--- config.mk ---
export PLATFORM = sky130hd
export DESIGN_NAME = fifo_with_class_dequeue
export DESIGN_NICKNAME = d
export VERILOG_FILES = /design/src/rtl/fic_pkg.sv /design/src/rtl/fic_cell.sv /design/src/rtl/fifo_with_class_dequeue.sv
export SDC_FILE = /design/constraint.sdc
export NUM_CORES = 1
export LEC_CHECK = 0
export BUFFER_PORTS_ARGS = -buffer_cell sky130_fd_sc_hd__buf_2
export CORE_ASPECT_RATIO = 0.9
export CORE_UTILIZATION = 40
export DETAILED_ROUTE_END_ITERATION = 6
export REMOVE_ABC_BUFFERS = 1
export SLEW_MARGIN = 20
export SYNTH_ARGS = -nofsm -noshare
export SYNTH_HDL_FRONTEND = slang
export SYNTH_SLANG_ARGS = --single-unit
export TNS_END_PERCENT = 1
--- constraint.sdc ---
create_clock -name clk -period 4.85 [get_ports clk]
set_input_delay 0.2425 -clock clk [delete_from_list [all_inputs] [get_ports clk]]
set_output_delay 0.2425 -clock clk [all_outputs]
set_load 0.02 [all_outputs]
--- src/rtl/fic_pkg.sv ---
// Shared types and constants for the FIFO with class dequeue.
// No dependencies; imported by the cell and the top level.
package fic_pkg;

    typedef enum logic [1:0] {
        OP_ENQ     = 2'd0,
        OP_DEQ     = 2'd1,
        OP_DEQ_C   = 2'd2,
        OP_DEQ_D   = 2'd3
    } op_t;

    localparam logic [7:0] CLASS_C = 8'h63;
    localparam logic [7:0] CLASS_D = 8'h64;

    // Broadcast from the top level to every cell for one accepted request.
    typedef struct packed {
        logic       enq;    // enqueue accepted and queue not full
        logic       cls;    // class dequeue accepted
        logic [7:0] want;   // class byte searched for
    } cell_ctrl_t;

endpackage

--- src/rtl/fic_cell.sv ---
// One storage cell of the queue chain: holds one byte and shifts toward the head.
// Depends on fic_pkg.
module fic_cell
    import fic_pkg::*;
(
    input  logic       clk,
    input  cell_ctrl_t ctrl,
    input  logic       occupied,
    input  logic       tail,
    input  logic [7:0] item_value,
    input  logic       seen_in,
    input  logic [7:0] right_data,
    output logic       seen_out,
    output logic [7:0] data,
    output logic [7:0] data_next
);

    logic [7:0] data_reg;
    logic       match_here;

    // A removal point at or before this cell makes it take its neighbor's byte.
    assign match_here = occupied && ctrl.cls && (data_reg == ctrl.want);
    assign seen_out   = seen_in || match_here;

    always_comb
    begin
        if (seen_out)
        begin
            data_next = right_data;
        end
        else if (ctrl.enq && tail)
        begin
            data_next = item_value;
        end
        else
        begin
            data_next = data_reg;
        end
    end

    always_ff @(posedge clk)
    begin
        data_reg <= data_next;
    end

    assign data = data_reg;

endmodule

--- src/rtl/fifo_with_class_dequeue.sv ---
// FIFO of bytes with removal of the oldest entry of a class, built as a chain of cells.
// The result of a request is captured in the output registers when it is accepted.
// Throughput: one request per cycle unless the output stalls; match and shift across
// the cell chain are combinational. Reset clears the entry count and the output valid;
// the cell bytes are not cleared, since only cells below the count are ever used.
// Depends on fic_pkg and fic_cell.
module fifo_with_class_dequeue
    import fic_pkg::*;
#(
    parameter int DEPTH = 16
)
(
    input  logic       clk,
    input  logic       rst_n,
    input  logic       in_valid,
    output logic       in_stall,
    input  logic [1:0] opcode,
    input  logic [7:0] item_value,
    output logic       out_valid,
    input  logic       out_stall,
    output logic [7:0] out_value,
    output logic       found,
    output logic       dropped,
    output logic       empty_after,
    output logic [7:0] front_after,
    output logic [4:0] count_after
);

    localparam int CW = $clog2(DEPTH + 1);
    localparam logic [CW-1:0] FULL_COUNT = CW'(DEPTH);

    // The count register is the only control state of the queue: cell i holds an
    // entry exactly when i is below the count, and cell count is the enqueue slot.
    logic [CW-1:0] count_reg;
    logic [CW-1:0] count_next;

    logic       out_valid_reg;
    logic [7:0] out_value_reg;
    logic       found_reg;
    logic       dropped_reg;
    logic       empty_after_reg;
    logic [7:0] front_after_reg;
    logic [4:0] count_after_reg;

    logic       step;
    op_t        op;
    logic       is_full;
    logic       is_empty;
    logic       front_rm;
    logic       hit;
    logic       res_found;
    logic       res_dropped;
    logic [7:0] res_value;
    cell_ctrl_t ctrl;

    logic [DEPTH:0]   seen;
    logic [7:0]       cell_data [DEPTH];
    logic [7:0]       cell_next [DEPTH];

    // The output register parts the two sides: a new request is taken whenever the
    // pending result is absent or is being taken in this same cycle.
    assign in_stall = out_valid_reg && out_stall;
    assign step     = in_valid && !in_stall;
    assign op       = op_t'(opcode);
    assign is_full  = (count_reg == FULL_COUNT);
    assign is_empty = (count_reg == '0);

    always_comb
    begin
        ctrl.enq  = step && (op == OP_ENQ) && !is_full;
        ctrl.cls  = step && ((op == OP_DEQ_C) || (op == OP_DEQ_D));
        ctrl.want = (op == OP_DEQ_C) ? CLASS_C : CLASS_D;
    end

    // Removing the head starts the shift at cell zero; a class dequeue starts it at
    // the first occupied cell whose byte matches, found by the rippling seen chain.
    assign front_rm = step && (op == OP_DEQ) && !is_empty;
    assign seen[0]  = front_rm;
    assign hit      = seen[DEPTH];

    genvar gi;
    generate
        for (gi = 0; gi < DEPTH; gi++)
        begin : g_cell
            logic [7:0] right_data;
            if (gi == DEPTH - 1)
            begin : g_last
                assign right_data = cell_data[gi];
            end
            else
            begin : g_mid
                assign right_data = cell_data[gi + 1];
            end

            fic_cell u_cell (
                .clk        (clk),
                .ctrl       (ctrl),
                .occupied   (CW'(gi) < count_reg),
                .tail       (CW'(gi) == count_reg),
                .item_value (item_value),
                .seen_in    (seen[gi]),
                .right_data (right_data),
                .seen_out   (seen[gi + 1]),
                .data       (cell_data[gi]),
                .data_next  (cell_next[gi])
            );
        end
    endgenerate

    // A class dequeue removes a byte equal to the class itself, so the removed
    // value needs no search across the cells.
    assign res_found   = hit;
    assign res_dropped = step && (op == OP_ENQ) && is_full;

    always_comb
    begin
        if (front_rm)
        begin
            res_value = cell_data[0];
        end
        else if (hit)
        begin
            res_value = ctrl.want;
        end
        else
        begin
            res_value = 8'd0;
        end
    end

    always_comb
    begin
        count_next = count_reg;
        if (ctrl.enq)
        begin
            count_next = count_reg + CW'(1);
        end
        else if (res_found)
        begin
            count_next = count_reg - CW'(1);
        end
    end

    always_ff @(posedge clk or negedge rst_n)
    begin
        if (!rst_n)
        begin
            count_reg     <= '0;
            out_valid_reg <= 1'b0;
        end
        else
        begin
            count_reg <= count_next;
            if (step)
            begin
                out_valid_reg <= 1'b1;
            end
            else if (!out_stall)
            begin
                out_valid_reg <= 1'b0;
            end
        end
    end

    always_ff @(posedge clk)
    begin
        if (step)
        begin
            out_value_reg   <= res_value;
            found_reg       <= res_found;
            dropped_reg     <= res_dropped;
            empty_after_reg <= (count_next == '0);
            front_after_reg <= (count_next == '0) ? 8'd0 : cell_next[0];
            count_after_reg <= 5'(count_next);
        end
    end

    assign out_valid   = out_valid_reg;
    assign out_value   = out_value_reg;
    assign found       = found_reg;
    assign dropped     = dropped_reg;
    assign empty_after = empty_after_reg;
    assign front_after = front_after_reg;
    assign count_after = count_after_reg;

    // The count never exceeds the number of cells.
    a_count_bound: assert property (@(posedge clk) disable iff (!rst_n)
        count_reg <= FULL_COUNT)
        else $error("entry count above depth");

    // A removal lowers the count by exactly one in the next cycle.
    a_remove_count: assert property (@(posedge clk) disable iff (!rst_n)
        res_found |=> (count_reg == $past(count_reg) - CW'(1)))
        else $error("removal did not lower the count by one");

    // A dropped enqueue leaves the count unchanged.
    a_drop_hold: assert property (@(posedge clk) disable iff (!rst_n)
        res_dropped |=> (count_reg == $past(count_reg)))
        else $error("dropped enqueue changed the count");

    // A request can only be taken while no result is held back by the output side.
    a_no_overrun: assert property (@(posedge clk) disable iff (!rst_n)
        (out_valid_reg && out_stall) |-> !step)
        else $error("request accepted while result stalled");

endmodule
==> impl_metrics.sql, run 1 <==
INSERT INTO impl_metrics (metric_group, metric, value, unit) VALUES
('clocking', 'post-cts-setup-buffer-count', '0', ''),
('hold_path', 'whs_path_depth', '3', ''),
('sta', 'finalSetupViolCount', '0', ''),
('global_route', 'grt_remaining_overflow', '0', ''),
('setup_path', 'worstPathBufferInverterCount', '1', ''),
('logic_synthesis', 'synth.distinct_cells', '68', ''),
('sta', 'skew', '10.0', 'ps'),
('placement', 'placed_area', '8330', 'um2'),
('pwr', 'comb_power_share', '0.147', ''),
('cells_and_area', 'largest_register_ff_count', '128', ''),
('setup_path', 'timing.rr.end', 'g_cell[14].u_cell.data[3]', ''),
('sta', 'post-route-period-util', '0.797', ''),
('placement', 'finalWeightedCongestion', '0.849', ''),
('clocking', 'clock_transition_time_at_the_flip_flop_clock_pins_of_the_worst_setup_and_hold_paths', '60', 'ps'),
('clocking', 'clock_sinks', '158', ''),
('logic_synthesis', 'post_synth_inst_count', '580', ''),
('logic_synthesis', 'synth.mux.area_fraction', '0.172', ''),
('cells_and_area', 'antenna-diode-count', '0', ''),
('die', 'die_area', '20400', 'um2'),
('setup_path', 'worst_ep_required_time', '5030', 'ps'),
('logic_synthesis', 'synth_top_cell_by_area', 'edfxtp_1', ''),
('setup_path', 'critical_path.top_delay_family', 'simple AND/OR/NAND/NOR gates', ''),
('run_status', 'outcome', 'finished clean', ''),
('global_route', 'vias_in_the_first_global_route', '5318', ''),
('sta', 'setup_total_negative_slack', '0', 'ps'),
('pwr', 'irDropWorstVdd', '0.000309', 'V'),
('drt', 'via_per_inst', '5.83', ''),
('clocking', 'hold_fix_buffers_cts', '2', ''),
('drt', 'routed_wire_length_per_instance', '20.9', 'um'),
('cells_and_area', 'fill_cells', '1714', ''),
('cells_and_area', 'finalCoreUtilization', '0.464', ''),
('die', 'placeableCoreArea', '19300', 'um2'),
('die', 'floorplan.initialDensity', '0.411', ''),
('logic_synthesis', 'fraction_of_the_mapped_netlist_area_in_adder_cells', '0.00790', ''),
('clocking', 'number_of_clock_buffers_inserted_by_tritoncts', '17', ''),
('logic_synthesis', 'post_synth_xor_area_fraction', '0.00221', ''),
('global_route', 'grt_antenna_before_repair', '0', ''),
('cells_and_area', 'finalInstanceArea', '8940', 'um2'),
('die', 'design.portCount', '40', ''),
('flow_run', 'cap_viol_max_count', '0', ''),
('setup_path', 'timing.critical_path.cells', 'inv_1, ha_1, a2111o_1, o31a_2, nand3_2, or4_1, nand2b_4, nor2_8, mux2_2', ''),
('clocking', 'clock_path_buffers', '2', ''),
('logic_synthesis', 'async_reset_ff_frac', '0.0380', ''),
('logic_synthesis', 'synth_top_family_by_area', 'multiplexers', ''),
('drt', 'route.final.wire_length', '18300', 'um'),
('logic_synthesis', 'synth_area_per_cell', '13.6', 'um2'),
('sta', 'tightest_slew', '818', 'ps'),
('drt', 'vias', '5117', ''),
('setup_path', 'crit_path_start_kind', 'flop', ''),
('hold_path', 'whs_endpoint', 'out_valid', ''),
('logic_synthesis', 'warnings_synthesis', '0', ''),
('setup_path', 'depth_of_the_most_critical_reg_to_reg_path', '9', ''),
('setup_path', 'worst_path_max_delay_cell', 'or4_1', ''),
('logic_synthesis', 'leading_post_synthesis_cells_by_instance_count', '144 x edfxtp_1, 113 x mux2_2, 41 x nand2_1, 25 x nor2_1, 19 x clkbuf_1', ''),
('logic_synthesis', 'synth_enable_flop_cells', '144', ''),
('logic_synthesis', 'synth_top_area_frac', '0.546', ''),
('drt', 'number_of_design_rule_violations_left_after_detail_routing', '0', ''),
('die', 'die_h', '135', 'um'),
('clocking', 'cts_tree', 'done', ''),
('sta', 'max_freq', '259', 'MHz'),
('drt', 'drt_first_pass_iters', '5', ''),
('placement', 'hpwlAfterDp', '12800', 'um'),
('pwr', 'leakagePower', '3.12', 'nW'),
('sta', 'slew_violations', '0', ''),
('sta', 'post-route-min-period', '3870', 'ps'),
('clocking', 'postCtsResizedCells', '0', ''),
('cells_and_area', 'layout-area-overhead-vs-synth', '13.0', '%'),
('sta', 'timing.slew.headroom', '0.451', ''),
('clocking', 'cts.root.buffer_cell', 'clkbuf_16', ''),
('pwr', 'pd_cells', '399', 'nW/um2'),
('setup_path', 'critical_path.endpoint_type', 'flop', '');
## cells in the final DEF (no fill, tap or decap), types with 3 or more instances in the layout
cell,Yosys,layout
nand2b_1,5,5
and2_1,6,6
a211oi_1,4,4
or3_1,5,5
dfxtp_1,8,8
and3_1,3,3
a31o_2,3,3
a21oi_1,7,7
o21a_1,12,12
clkinvlp_4,0,4
a31oi_1,9,9
buf_4,2,6
mux2i_1,9,9
nor3b_1,3,3
a2111o_1,3,3
nand4b_1,11,11
inv_6,0,3
mux2_2,113,113
edfxtp_1,144,144
nor3_1,11,11
nand2_1,41,41
nor4b_1,12,12
and4b_1,4,4
nand4_1,6,6
nand3_1,13,13
o2111ai_1,5,5
buf_2,7,39
or3b_2,3,3
or4_1,4,4
o21ai_0,3,3
a21o_1,5,5
dfrtp_1,6,6
ha_1,5,5
clkbuf_16,0,17
nor2_1,25,25
inv_1,16,16
## logic make-up (layout without fill, tap and decap cells)
kind of cell,count (synthesis),after routing
flip-flops,158,158
multiplexers,122,122
XOR/XNOR,2,2
adder cells (fa/ha/maj),5,5
buffers and inverters,47,95
AND/OR/NAND/NOR,168,168
AO/OA/AOI/OAI,78,78
## per-layer routing
| layer | up-vias | wire length [um] | track usage |
|---|---|---|---|
| met3 | 31 | 818 | 0.0428 |
| met2 | 126 | 9020 | 0.318 |
| met4 | 0 | 304 | 0.0612 |
| met1 | 2605 | 8190 | 0.260 |
| li1 | 2355 | - | - |
| met5 | - | 0 | 0 |
## worst max-delay path by stage
| stage | endpoint | slack (ps) | depth (start not counted) | startpoint |
|---|---|---|---|---|
| 2_1_floorplan | g_cell[13].u_cell.data[0] | -160 | 8 | out_valid |
| 3_3_place_gp | g_cell[14].u_cell.data[1] | 1240 | 9 | count_reg[0] |
| 3_5_place_dp | g_cell[14].u_cell.data[1] | 1010 | 9 | count_reg[1] |
| 4_1_cts | g_cell[14].u_cell.data[3] | 990 | 9 | count_reg[1] |
| 5_1_grt | g_cell[14].u_cell.data[0] | 750 | 9 | count_reg[1] |
| 6_report | g_cell[14].u_cell.data[3] | 980 | 9 | count_reg[1] |
## through the flow
| step | power (mW) | hold WS, ps | setup slack, ps | cells |
|---|---|---|---|---|
| final | 3.56 | 152 | 984 | 878 |
| after global routing | 3.69 | 172 | 746 | 878 |
| after CTS | 3.58 | 136 | 993 | 878 |
| after detailed placement | 2.25 | 81.7 | 1010 | 844 |
| after global placement | 2.23 | 80.9 | 1240 | 844 |
| after floorplan | 2.06 | -53.1 | -158 | 549 |
## power groups by stage
stage / Sequential [mW] / Combinational (mW) / Clock (mW)
2_1_floorplan: 1.72 / 0.337 / 0
3_3_place_gp: 1.72 / 0.510 / 0
3_5_place_dp: 1.73 / 0.519 / 0
4_1_cts: 1.70 / 0.523 / 1.36
5_1_grt: 1.72 / 0.569 / 1.40
6_report: 1.71 / 0.523 / 1.33
## worst register-to-register path, stage by stage (launching register included)
cell      delay (ps)
dfrtp_1          560
inv_1            320
ha_1             420
a2111o_1         290
o31a_2           200
nand3_2          120
or4_1            790
nand2b_4         330
nor2_8           220
mux2_2           360
## cell type report
class	instances	area, um2	area share
Clock buffer	20	447	0.0500
Clock inverter	12	138	0.0154
Inverter	16	60.1	0.00672
Multi-Input combinational cell	375	3090	0.346
Sequential cell	158	4630	0.518
Tap cell	250	313	0.0350
Timing Repair Buffer	47	260	0.0291
(Power assumes the default switching activity.)
==> run 2, diff against run 1 <==
clock period = 3.96 ns   (was 4.85 ns; I/O delays follow)
==> run 2 against run 1 <==
Against the previous run:
- power is 20% higher
- largest cell class unchanged
- critical path type unchanged
- core utilization is 0.071 points higher
- worst setup slack worse by 580 ps
- final cell count is 0.68% higher
==> impl_metrics.sql, run 2 (synthesis gave the netlist of run 1 again) <==
INSERT INTO impl_metrics (metric_group, metric, value, unit) VALUES
('setup_path', 'critical_path.endpoint_type', 'flop', ''),
('cells_and_area', 'final_common_cell', 'edfxtp_1', ''),
('setup_path', 'worst-path-max-fanout', '9', ''),
('setup_path', 'worst-endpoint-arrival', '3720', 'ps'),
('die', 'die_area', '20400', 'um2'),
('die', 'floorplan.initialDensity', '0.411', ''),
('placement', 'hpwlAfterDp', '13400', 'um'),
('drt', 'first_iter_violations', '388', ''),
('sta', 'max_freq', '281', 'MHz'),
('cells_and_area', 'finalInstanceArea', '8950', 'um2'),
('setup_path', 'crit_path_start_kind', 'flop', ''),
('setup_path', 'depth_of_the_most_critical_reg_to_reg_path', '10', ''),
('sta', 'finalHoldViolations', '0', ''),
('clocking', 'clock_path_buffers', '2', ''),
('cells_and_area', 'finalCoreUtilization', '0.464', ''),
('pwr', 'pd_cells', '479', 'nW/um2'),
('clocking', 'number_of_clock_buffers_inserted_by_tritoncts', '17', ''),
('pwr', 'irDropWorstVdd', '0.000326', 'V'),
('placement', 'post_placement_worst_setup_slack', '443', 'ps'),
('hold_path', 'hp-class', 'primary input to async pin', ''),
('cells_and_area', 'ratio_of_cells_with_drive_above_1_in_the_final_layout', '0.338', ''),
('clocking', 'cts.root.buffer_cell', 'clkbuf_16', ''),
('sta', 'finalSetupViolCount', '0', ''),
('cells_and_area', 'final_nets', '640', ''),
('cells_and_area', 'fill_cells', '1737', ''),
('global_route', 'vias_in_the_first_global_route', '5232', ''),
('clocking', 'cts.htree.levels', '4', ''),
('global_route', 'grt_use_total', '0.198', ''),
('sta', 'timing.slew.headroom', '0.469', ''),
('die', 'placeableCoreArea', '19300', 'um2'),
('global_route', 'grt_antenna_before_repair', '0', ''),
('drt', 'routed_wire_length_per_instance', '21.0', 'um'),
('placement', 'placed_area', '8380', 'um2'),
('die', 'placement_rows', '48', ''),
('sta', 'post-route-worst-setup-slack', '405', 'ps'),
('cells_and_area', 'mostFrequentLayoutCells', '144 x edfxtp_1, 113 x mux2_2, 41 x nand2_1, 39 x buf_2, 25 x nor2_1', ''),
('sta', 'tightest_slew', '793', 'ps'),
('drt', 'vias', '5052', ''),
('clocking', 'clock_sinks', '158', ''),
('global_route', 'grt_start_max_net_pins', '29', ''),
('clocking', 'clkLatencyLatePin', '440', 'ps'),
('sta', 'post-route-min-period', '3550', 'ps'),
('placement', 'finalWeightedCongestion', '0.894', ''),
('cells_and_area', 'layout-area-overhead-vs-synth', '13.1', '%'),
('global_route', 'grt_remaining_overflow', '0', ''),
('sta', 'slew_violations', '0', ''),
('pwr', 'pwr_total', '4.29', 'mW'),
('clocking', 'clock_transition_time_at_the_flip_flop_clock_pins_of_the_worst_setup_and_hold_paths', '60', 'ps'),
('sta', 'skew', '12.2', 'ps'),
('global_route', 'global_route_wire_length_before_repair', '29600', 'um'),
('drt', 'ant_nets', '0', ''),
('drt', 'drt_first_pass_iters', '4', ''),
('die', 'chipWidth', '150', 'um'),
('cells_and_area', 'antenna-diode-count', '0', ''),
('setup_path', 'criticalPathCategory', 'flop to flop', ''),
('die', 'die_h', '135', 'um'),
('die', 'design.portCount', '40', ''),
('flow_run', 'cap_viol_max_count', '0', ''),
('pwr', 'leakagePower', '3.15', 'nW'),
('clocking', 'cts_tree', 'done', ''),
('drt', 'route.final.wire_length', '18600', 'um'),
('run_status', 'outcome', 'finished clean', ''),
('sta', 'grt_setup_unrepaired', 'false', ''),
('drt', 'number_of_design_rule_violations_left_after_detail_routing', '0', ''),
('drt', 'via_per_inst', '5.71', ''),
('cells_and_area', 'largest_register_ff_count', '128', ''),
('sta', 'post-route-period-util', '0.898', ''),
('placement', 'port_buffers', '39', ''),
('setup_path', 'worst_ep_required_time', '4130', 'ps'),
('clocking', 'post-cts-setup-buffer-count', '0', '');
[run 2: cell count changes in the layout (fill, tap and decap cells not counted)]
cell | before | now
buf_4 | 6 | 12
bufinv_16 | 2 | 0
clkbuf_1 | 2 | 1
clkbuf_8 | 1 | 3
clkinv_1 | 1 | 0
clkinv_2 | 0 | 3
clkinv_4 | 2 | 3
clkinvlp_4 | 4 | 2
[run 2: layer usage]
layer	vias up	GRT usage	part of all wire
met5	-	0	0
met4	0	0.0713	0.014
li1	2359	-	-
met2	115	0.315	0.48
met1	2560	0.263	0.46
met3	18	0.0444	0.043
[run 2: where the power goes]
group	switching (mW)	total, mW	leakage, nW	internal [mW]
clock	0.671	1.53	0.270	0.855
combinational	0.434	0.702	1.43	0.268
sequential	0.105	2.06	1.45	1.95
total	1.21	4.29	3.15	3.08
[run 2: timing repair]
action | CTS | global route
endpoints found under the hold margin | 7 | 0
gates resized for setup | 0 | 0
hold buffers | 2 | 0
[run 2: through the flow]
stage	TNS [ps]	hold WS, ps	cells
global placement	0	31.3	850
floorplan	-52220	-97.6	549
global route	0	130	884
detailed placement	0	30.2	850
CTS	0	101	884
finish	0	112	884
[run 2: cell type report]
class / instances / area [um2] / area share
timing repair buffer: 53 / 305 / 0.0341
clock buffer: 21 / 470 / 0.0525
inverter: 16 / 60.1 / 0.00671
tap: 250 / 313 / 0.0349
sequential: 158 / 4630 / 0.518
clock inverter: 11 / 82.6 / 0.00922
multi-input combinational: 375 / 3090 / 0.345
[run 2: path summary, 6_finish.rpt]
check,from,endpoint,slack (ps)
worst max register to register,count_reg[1],front_after[2],410
worst min register to register,g_cell[8].u_cell.data[5],g_cell[7].u_cell.data[5],570
max in group asynchronous,rst_n,count_reg[3],3700
worst min-delay path,rst_n,count_reg[2],110
min in group clk,out_stall,out_valid,110
worst max-delay path,count_reg[1],front_after[2],410
[run 2: critical path, cell delays in order, from the launching register on]
cell and delay, ps:
dfrtp_1 460, inv_1 250, ha_1 390, a2111o_1 290, o31a_2 200, nand3_2 120
nor4_2 400, buf_4 230, mux2_2 380, a211oi_4 410, a31oi_1 140
